<file path="src/hw/rtl/bbs_pkg.sv">
// Shared field widths, kind codes, controller states and command/status bundles.
package bbs_pkg;

    localparam int KIND_W = 2;
    localparam int LEN_W  = 7;
    localparam int BYTE_W = 8;

    localparam logic [KIND_W-1:0] K_WRITE  = 2'd0;
    localparam logic [KIND_W-1:0] K_READ   = 2'd1;
    localparam logic [KIND_W-1:0] K_PEEK   = 2'd2;
    localparam logic [KIND_W-1:0] K_REMOVE = 2'd3;

    typedef enum logic [2:0] {
        S_IDLE,
        S_EXEC,
        S_RD_ISSUE,
        S_RD_EMIT,
        S_MV_RD,
        S_MV_WR
    } t_state;

    typedef struct packed {
        logic in_load;      // latch the accepted input beat
        logic exec_write;   // apply one write byte and post its result
        logic exec_single;  // post the single result of read/peek/remove
        logic rd_start;     // clear byte counter for a multi-byte read
        logic rd_issue;     // issue store read of the next byte
        logic rd_emit;      // post the byte just read
        logic rd_consume;   // drop the bytes of a finished read
        logic mv_rd;        // relocation: read source byte
        logic mv_wr;        // relocation: write destination byte
    } t_cmd;

    typedef struct packed {
        logic is_write;
        logic is_read;
        logic rd_multi;     // read/peek that returns data bytes
        logic mv_need;      // pending consume leaves B to be relocated
        logic out_free;     // output register can take a beat this cycle
        logic rd_last;      // current byte is the final one
        logic mv_last;      // current relocation byte is the final one
    } t_stat;

endpackage

</file>
<file path="src/hw/rtl/bbs_ctrl.sv">
// Sequencing state machine: dispatch, byte-by-byte reads, region relocation.
module bbs_ctrl (
    input  logic           i_clk,
    input  logic           i_rst_n,
    input  logic           i_in_valid,
    output logic           o_in_ready,
    input  bbs_pkg::t_stat i_stat,
    output bbs_pkg::t_cmd  o_cmd
);
    import bbs_pkg::*;

    t_state r_state;
    t_state n_state;

    always_ff @(posedge i_clk) begin
        if (!i_rst_n) begin
            r_state <= S_IDLE;
        end else begin
            r_state <= n_state;
        end
    end

    always_comb begin
        n_state = r_state;
        case (r_state)
            S_IDLE: begin
                if (i_in_valid) n_state = S_EXEC;
            end
            S_EXEC: begin
                if (i_stat.is_write) begin
                    if (i_stat.out_free) n_state = S_IDLE;
                end else if (i_stat.rd_multi) begin
                    n_state = S_RD_ISSUE;
                end else if (i_stat.out_free) begin
                    n_state = i_stat.mv_need ? S_MV_RD : S_IDLE;
                end
            end
            S_RD_ISSUE: n_state = S_RD_EMIT;
            S_RD_EMIT: begin
                if (i_stat.out_free) begin
                    if (!i_stat.rd_last) begin
                        n_state = S_RD_ISSUE;
                    end else if (i_stat.is_read && i_stat.mv_need) begin
                        n_state = S_MV_RD;
                    end else begin
                        n_state = S_IDLE;
                    end
                end
            end
            S_MV_RD: n_state = S_MV_WR;
            S_MV_WR: begin
                if (i_stat.mv_last) n_state = S_IDLE;
                else                n_state = S_MV_RD;
            end
            default: n_state = S_IDLE;
        endcase
    end

    always_comb begin
        o_cmd      = '0;
        o_in_ready = 1'b0;
        case (r_state)
            S_IDLE: begin
                o_in_ready    = 1'b1;
                o_cmd.in_load = i_in_valid;
            end
            S_EXEC: begin
                if (i_stat.is_write) begin
                    o_cmd.exec_write = i_stat.out_free;
                end else if (i_stat.rd_multi) begin
                    o_cmd.rd_start = 1'b1;
                end else begin
                    o_cmd.exec_single = i_stat.out_free;
                end
            end
            S_RD_ISSUE: o_cmd.rd_issue = 1'b1;
            S_RD_EMIT: begin
                o_cmd.rd_emit    = i_stat.out_free;
                o_cmd.rd_consume = i_stat.out_free && i_stat.rd_last && i_stat.is_read;
            end
            S_MV_RD: o_cmd.mv_rd = 1'b1;
            S_MV_WR: o_cmd.mv_wr = 1'b1;
            default: o_cmd = '0;
        endcase
    end
endmodule

</file>
<file path="config.mk">
export PLATFORM = sky130hd
export DESIGN_NAME = bbs_ctrl
export DESIGN_NICKNAME = d
export VERILOG_FILES = /design/src/hw/rtl/bbs_pkg.sv /design/src/hw/rtl/bbs_ctrl.sv
export SDC_FILE = /design/constraint.sdc
export NUM_CORES = 1
export LEC_CHECK = 0
export BUFFER_PORTS_ARGS = -buffer_cell sky130_fd_sc_hd__buf_2
export CAP_MARGIN = 20
export CORE_AREA = 2 2 39 41
export CTS_CLUSTER_DIAMETER = 80
export DETAILED_ROUTE_END_ITERATION = 16
export DIE_AREA = 0 0 41 43
export GPL_TIMING_DRIVEN = 0
export SYNTH_ARGS = -nofsm -noshare
export SYNTH_HDL_FRONTEND = slang
export SYNTH_SLANG_ARGS = --single-unit
</file>
<file path="constraint.sdc">
create_clock -name i_clk -period 0.9 [get_ports i_clk]
set_input_delay 0.045 -clock i_clk [delete_from_list [all_inputs] [get_ports i_clk]]
set_output_delay 0.045 -clock i_clk [all_outputs]
set_load 0.005 [all_outputs]
</file>
==> results by group, run 1 <==
Status
  • Run status: complete, but fails checks
  • Violated checks: negative setup slack

Critical path
  • Gate family responsible for the most delay along the worst path: simple AND/OR/NAND/NOR gates
  • Worst Path Max Fanout: 4
  • Most repeated library cell on the critical path: sky130_fd_sc_hd__and3_4
  • Category of the most critical setup path: flop to output port
  • Arrival time of data at the critical path endpoint: 1.15 ns
  • Setup crit end: o_cmd[2]
  • Required time at the endpoint of the critical path: 0.85 ns
  • Worst path depth: 5
  • List of cells traversed by the critical path: inv_4 -> nor2_4 -> and3_4 -> and3_4 -> buf_6
  • Worst-case reg-to-reg path depth: 5
  • Combined buffer and inverter count along the critical path: 2
  • Reg-to-reg critical path startpoint: r_state[2]$_SDFFE_PN0P_
  • Endpoint kind of the worst setup timing path: output port
  • Worst setup slack for register-to-register paths: -0.18 ns
  • Critical Path Source Type: flop
  • Critical Path Max Stage Delay: 0.37 ns
  • Worst reg2reg endpoint: r_state[2]$_SDFFE_PN0P_
  • Highest-delay cell along the critical path: sky130_fd_sc_hd__dfxtp_4
  • Critical path launch point: r_state[0]$_SDFFE_PN0P_

Detailed routing
  • Post-DRT Antenna Nets: 0
  • Drt wl/cell: 11.2 um
  • Detailed route wirelength on metal2: 540 um
  • Top Metal Used: met4
  • Avg Vias per Cell: 4.82
  • Detailed-routing iteration count for the pre-antenna-repair pass: 2
  • Routed WL: 1.00 mm
  • Sum of met3 wire segment lengths after detailed routing: 43 um
  • Met1 layer wirelength in the final routing: 402 um
  • DRC Markers: 0
  • Starting DRT DRC Count: 4
  • Total number of vias: 429

Die
  • Die boundary height: 43 um
  • Row Count: 14
  • Core area: 1380 um2
  • Die W: 41 um
  • Area of the die: 1760 um2
  • Ports placed on the boundary: 20
  • Starting density of the core: 20.8%

STA
  • Count of pins over their slew limit: 0
  • RSZ-0062 raised after global routing: yes
  • Clk_skew: 0.00325 ns
  • Fin. Hold Viols: 0
  • Final worst-path cycle share: 133%
  • Setup violations, final: 13
  • Final worst-path setup slack: -0.298 ns
  • Worst Tran Pin Value: 0.291 ns
  • Worst slew slack as a fraction of its limit: 80.4%
  • Minimum clock period after layout: 1.20 ns
  • Maximum clock frequency: 835 MHz

Clocking
  • CTS root buffer: sky130_fd_sc_hd__clkbuf_4
  • TritonCTS Buffers: 3
  • Number of H-tree levels: 1
  • Clock sink total: 3
  • TritonCTS clock tree: yes
  • Clock transition at path regs: 0.04 ns
  • Skew-Pair Late Insertion Delay: 0.23 ns
  • Max Root-Sink Buffers: 2

Logic synthesis
  • Warning count from the yosys run: 0
  • Net count after synthesis: 51
  • Predominant post-synthesis flop cell: sky130_fd_sc_hd__dfxtp_1
  • Top post-synthesis cells by area: sky130_fd_sc_hd__dfxtp_1 (21%), sky130_fd_sc_hd__and3_1 (8.7%), sky130_fd_sc_hd__nor3_1 (8.7%)
  • #FFs+latches synth: 3
  • Number of unique standard cell types used by synthesis: 22
  • Post-synthesis area per instance: 7.02 um2
  • Number of enable flip-flop cells after synthesis: 0
  • Post-synth top area share: 20.9%
  • Proportion of synthesized chip area in sequential cells: 20.9%
  • Most frequent cell after synthesis: sky130_fd_sc_hd__nor3_1
  • Area of the mapped netlist: 288 um2
  • Cell count after synthesis: 41
  • Post-synth top cells: sky130_fd_sc_hd__nor3_1 (5), sky130_fd_sc_hd__a21oi_1 (4), sky130_fd_sc_hd__and3_1 (4), sky130_fd_sc_hd__nor2_1 (4)
  • Synth async-reset ratio: 0%
  • Library cell occupying the most area in the post-synthesis netlist: sky130_fd_sc_hd__dfxtp_1

Layout
  • # nets final: 84
  • Top register by number of flip-flops: r_state
  • ANT cells: 0
  • Area of all placed cells without fillers: 608 um2
  • Number of filler instances in the final layout: 152
  • Post-Route Utilization: 43.9%
  • Flip-flop count of the largest register, all copies and words added: 3
  • Largest regs: r_state (3)
  • Layout cell share with drive strength beyond 1: 71.2%
  • Layout-stage area growth over the synthesis result: 111%

Flow run
  • Max-Cap Viols: 0

Power
  • Peak ir drop on the vdd network: 0.302 mV
  • Register share of total power: 25.1%
  • Fraction of power spent switching nets: 29.7%
  • Combinational power share: 34.0%
  • Power spent charging and discharging nets: 174 uW
  • Total internal power: 412 uW
  • Leakage power total: 0.000281 uW
  • Power density cells: 963 nW/um2
  • Clock share of power: 40.9%

Placement
  • Half-perimeter wire length after detailed placement: 609 um
  • Number of port buffers: 19
  • Global placer's final weighted congestion: 0.762
  • DP Area: 444 um2

GRT
  • Overall Global Routing Usage: 14.1%
  • Vias in the first global route: 412
  • Number of antenna violations at the first check in global routing: 0
  • Aggregate global routing overflow: 0
  • Wire length of the first global-routing pass: 1.59 mm
  • Largest net degree at the start of global routing: 11

Min path
  • Hold Crit Start: i_rst_n
  • Hold Crit Class: input pin to flop
[layout by cell type (no fill, tap or decap), drive strengths merged]
cell type / n
a211oi: 1
nor3: 5
dfxtp: 3
and4b: 1
nor4: 1
clkbuf: 4
and3: 4
nand2b: 3
and2: 1
buf: 30
o21ai: 1
a21oi: 5
o21a: 1
a311oi: 1
nand3b: 1
nand3: 1
o41ai: 1
inv: 2
nor2: 4
nand2: 3
[power groups by stage]
| stage | registers, uW | logic, uW | clock network [uW] |
|---|---|---|---|
| floorplan | 145 | 86.3 | 0 |
| global placement | 146 | 140 | 0 |
| detailed placement | 146 | 140 | 0 |
| CTS | 143 | 201 | 254 |
| global route | 148 | 219 | 280 |
| finish | 147 | 199 | 239 |
[worst reg2reg max path, cell delays in order (launching register included)]
cell and delay, ns:
sky130_fd_sc_hd__dfxtp_4 0.39, sky130_fd_sc_hd__buf_4 0.13, sky130_fd_sc_hd__nand2b_4 0.07, sky130_fd_sc_hd__a21oi_4 0.11, sky130_fd_sc_hd__a311oi_1 0.06, sky130_fd_sc_hd__nor4_2 0.23
[cells by family (layout without fill, tap and decap cells)]
logic type	count (synthesis)	after routing	share of synthesized area (%)
buf+inv	4	36	7.82
flops	3	3	20.9
simple gates	24	24	48.3
compound gates	10	10	23.0
[metal layers]
layer / vias to the layer above / GRT usage [%]
met5: - / 0
met4: 0 / 12.0
met3: 2 / 4.71
met2: 13 / 20.0
met1: 199 / 15.8
li1: 215 / -
[metrics by stage]
step           setup WS [ns]  total power [uW]  setup TNS, ns  std cells  hold WS, ns
2_1_floorplan        -0.0584               231         -0.111         41        0.158
4_1_cts               -0.372               598          -3.51         88       0.0503
5_1_grt               -0.361               648          -3.30         89       0.0483
6_report              -0.298               585          -2.38         89       0.0567
3_5_place_dp          -0.185               286         -0.539         76        0.299
3_3_place_gp          -0.186               286         -0.533         76        0.301
[worst min path at each step]
stage	end	slack, ns	cells after the start
after global placement	r_state[0]$_SDFFE_PN0P_	0.30	2
final	r_state[0]$_SDFFE_PN0P_	0.06	2
after CTS	r_state[0]$_SDFFE_PN0P_	0.05	2
after global routing	r_state[2]$_SDFFE_PN0P_	0.05	3
after floorplan	r_state[2]$_SDFFE_PN0P_	0.16	2
after detailed placement	r_state[0]$_SDFFE_PN0P_	0.30	2
[what timing repair did]
| item | CTS | global route |
|---|---|---|
| setup endpoints to repair | 13 | 13 |
| buffers inserted | 8 | 3 |
| pin swaps | 7 | 2 |
| gates resized for setup | 10 | 9 |
| hold buffers | 0 | 0 |
[area by class of cell]
type                            count  area (um2)  area share (%)
Timing Repair Buffer               29         188            30.9
Sequential cell                     3        71.3            11.7
Tap cell                           16        20.0            3.29
Inverter                            2        10.0            1.65
Multi-Input combinational cell     34         282            46.3
Clock buffer                        4        26.3            4.32
Buffer                              1        11.3            1.85
Power figures use the tool's default switching activity.
==> run 2: changes to the inputs <==
GPL_TIMING_DRIVEN = 1   (was 0)
==> results by group, run 2 (same netlist as run 1, synthesis figures left out) <==
Status
  • Run status: complete, but fails checks (unchanged)
  • Violated checks: negative setup slack (unchanged)

Die
  • Ports placed on the boundary: 20 (unchanged)
  • Core area: 1380 um2 (unchanged)
  • Die boundary height: 43 um (unchanged)
  • Row Count: 14 (unchanged)
  • Area of the die: 1760 um2 (unchanged)
  • Starting density of the core: 20.8% (unchanged)
  • Die W: 41 um (unchanged)

Power
  • Power density cells: 900 nW/um2 (was 963 nW/um2)
  • Clock share of power: 41.7% (was 40.9%)
  • Register share of total power: 25.8% (was 25.1%)
  • Combinational power share: 32.5% (was 34.0%)
  • Total internal power: 404 uW (was 412 uW)
  • Leakage power total: 0.000309 uW (was 0.000281 uW)
  • Power spent charging and discharging nets: 169 uW (was 174 uW)
  • Overall power consumption: 573 uW (was 585 uW)
  • Peak ir drop on the vdd network: 0.377 mV (was 0.302 mV)
  • Fraction of power spent switching nets: 29.5% (was 29.7%)

STA
  • Worst slew slack as a fraction of its limit: 81.0% (was 80.4%)
  • Clk_skew: 0.000988 ns (was 0.00325 ns)
  • Minimum clock period after layout: 1.21 ns (was 1.20 ns)
  • Worst Tran Pin Value: 0.282 ns (was 0.291 ns)
  • Fin. Hold Viols: 0 (unchanged)
  • Setup violations, final: 13 (unchanged)
  • Final worst-path setup slack: -0.308 ns (was -0.298 ns)
  • Maximum clock frequency: 828 MHz (was 835 MHz)
  • RSZ-0062 raised after global routing: yes (unchanged)
  • Final worst-path cycle share: 134% (was 133%)
  • Worst hold slack after final layout: 0.0558 ns (was 0.0567 ns)
  • Final TNS setup: -2.82 ns (was -2.38 ns)
  • Count of pins over their slew limit: 0 (unchanged)

Layout
  • Largest regs: r_state (3) (unchanged)
  • Most common cell after layout, fill and taps aside: sky130_fd_sc_hd__buf_2 (unchanged)
  • Commonest non-fill, non-tap cells in the layout: sky130_fd_sc_hd__buf_2 (18), sky130_fd_sc_hd__buf_4 (14) (was sky130_fd_sc_hd__buf_2 (18), sky130_fd_sc_hd__buf_4 (7), sky130_fd_sc_hd__buf_6 (5))
  • Layout-stage area growth over the synthesis result: 121% (was 111%)
  • Number of filler instances in the final layout: 152 (unchanged)
  • Area taken by flip-flops and latches: 71.3 um2 (unchanged)
  • ANT cells: 0 (unchanged)
  • Area of all placed cells without fillers: 637 um2 (was 608 um2)
  • Flip-flop count of the largest register, all copies and words added: 3 (unchanged)
  • # nets final: 89 (was 84)
  • Top register by number of flip-flops: r_state (unchanged)
  • Multi-input logic area: 278 um2 (was 282 um2)
  • Layout cell share with drive strength beyond 1: 73.1% (was 71.2%)

Detailed routing
  • DRC Markers: 0 (unchanged)
  • Starting DRT DRC Count: 4 (unchanged)
  • Routed WL: 997 um (was 1.00 mm)
  • Detailed-routing iteration count for the pre-antenna-repair pass: 4 (was 2)
  • Post-DRT Antenna Nets: 0 (unchanged)
  • Avg Vias per Cell: 4.68 (was 4.82)
  • Total number of vias: 440 (was 429)
  • Drt wl/cell: 10.6 um (was 11.2 um)

Critical path
  • Arrival time of data at the critical path endpoint: 1.16 ns (was 1.15 ns)
  • Critical Path Source Type: flop (unchanged)
  • Critical Path Max Stage Delay: 0.37 ns (about the same)
  • Combined buffer and inverter count along the critical path: 2 (unchanged)
  • Gate family responsible for the most delay along the worst path: simple AND/OR/NAND/NOR gates (unchanged)
  • Required time at the endpoint of the critical path: 0.85 ns (about the same)
  • List of cells traversed by the critical path: inv_4 -> nor2_4 -> and3_4 -> and3_4 -> buf_6 (unchanged)
  • Worst Path Max Fanout: 4 (unchanged)
  • Highest-delay cell along the critical path: sky130_fd_sc_hd__dfxtp_4 (unchanged)
  • Endpoint kind of the worst setup timing path: output port (unchanged)
  • Most repeated library cell on the critical path: sky130_fd_sc_hd__and3_4 (unchanged)
  • Category of the most critical setup path: flop to output port (unchanged)

Placement
  • Placement-stage worst setup slack: -0.199 ns (was -0.185 ns)
  • Half-perimeter wire length after detailed placement: 653 um (was 609 um)
  • Number of port buffers: 19 (unchanged)
  • DP Area: 493 um2 (was 444 um2)
  • Global placer's final weighted congestion: 0.750 (was 0.762)

Min path
  • Hold Crit Class: input pin to flop (unchanged)

GRT
  • Overall Global Routing Usage: 13.7% (was 14.1%)
  • Vias in the first global route: 433 (was 412)
  • Wire length of the first global-routing pass: 1.64 mm (was 1.59 mm)
  • Aggregate global routing overflow: 0 (unchanged)
  • Largest net degree at the start of global routing: 8 (was 11)
  • Number of antenna violations at the first check in global routing: 0 (unchanged)

Clocking
  • Number of H-tree levels: 1 (unchanged)
  • Max Root-Sink Buffers: 2 (unchanged)
  • CTS root buffer: sky130_fd_sc_hd__clkbuf_4 (unchanged)
  • Clock sink total: 3 (unchanged)
  • TritonCTS Buffers: 3 (unchanged)
  • Number of hold buffers added after cts: 0 (unchanged)
  • Clock transition at path regs: 0.03 ns (was 0.04 ns)
  • TritonCTS clock tree: yes (unchanged)
  • Skew-Pair Late Insertion Delay: 0.24 ns (was 0.23 ns)

Flow run
  • Max-Cap Viols: 0 (unchanged)
## run 2: through the flow
stage,cells,util [%]
3_5_place_dp,83,35.6
6_report,94,46.0
4_1_cts,93,44.1
3_3_place_gp,83,35.6
2_1_floorplan,41,-
5_1_grt,94,46.0
## run 2: path summary, 6_finish.rpt
check / start / to / slack, ns / depth (start not counted)
worst max-delay path: r_state[0]$_SDFFE_PN0P_ / o_cmd[2] / -0.31 / 5
worst min-delay path: i_rst_n / r_state[0]$_SDFFE_PN0P_ / 0.06 / 2
worst max register to register: r_state[0]$_SDFFE_PN0P_ / r_state[2]$_SDFFE_PN0P_ / -0.17 / 3
worst min register to register: r_state[1]$_SDFFE_PN0P_ / r_state[1]$_SDFFE_PN0P_ / 0.67 / 3
## run 2: layout make-up
type	instances	share of cell area [%]
inverter	2	1.96
clock buffer	4	4.13
timing repair buffer	35	36.0
sequential	3	11.2
multi-input combinational	34	43.6
tap	16	3.14
## run 2: per-layer routing
metal  share of wire [%]  GRT usage [%]  vias to the layer above
met2                  53           23.4                       16
met3                 4.9           1.57                        3
li1                    -              -                      227
met5                   0              0                        -
met1                  40           14.8                      194
met4                 1.9           8.00                        0
## run 2: power groups by stage
stage	clock network [uW]	logic, uW	registers (uW)
floorplan	0	86.3	145
global placement	0	151	153
detailed placement	0	151	153
CTS	242	172	148
global route	263	207	149
finish	239	186	148
## run 2: what timing repair did
action / 4_1_cts / 5_1_grt
gates resized for setup: 15 / 4
endpoints found under the setup margin: 13 / 13
pin swaps: 5 / 2
buffers inserted: 6 / 1
## run 2: worst reg2reg max path, delay by kind of cell, from the launching register on
family	cells	cell delay (ns)
buffers and inverters	1	0.15
AOI/OAI and AO/OA	1	0.37
and+or+nand+nor	1	0.08
DFF	1	0.35
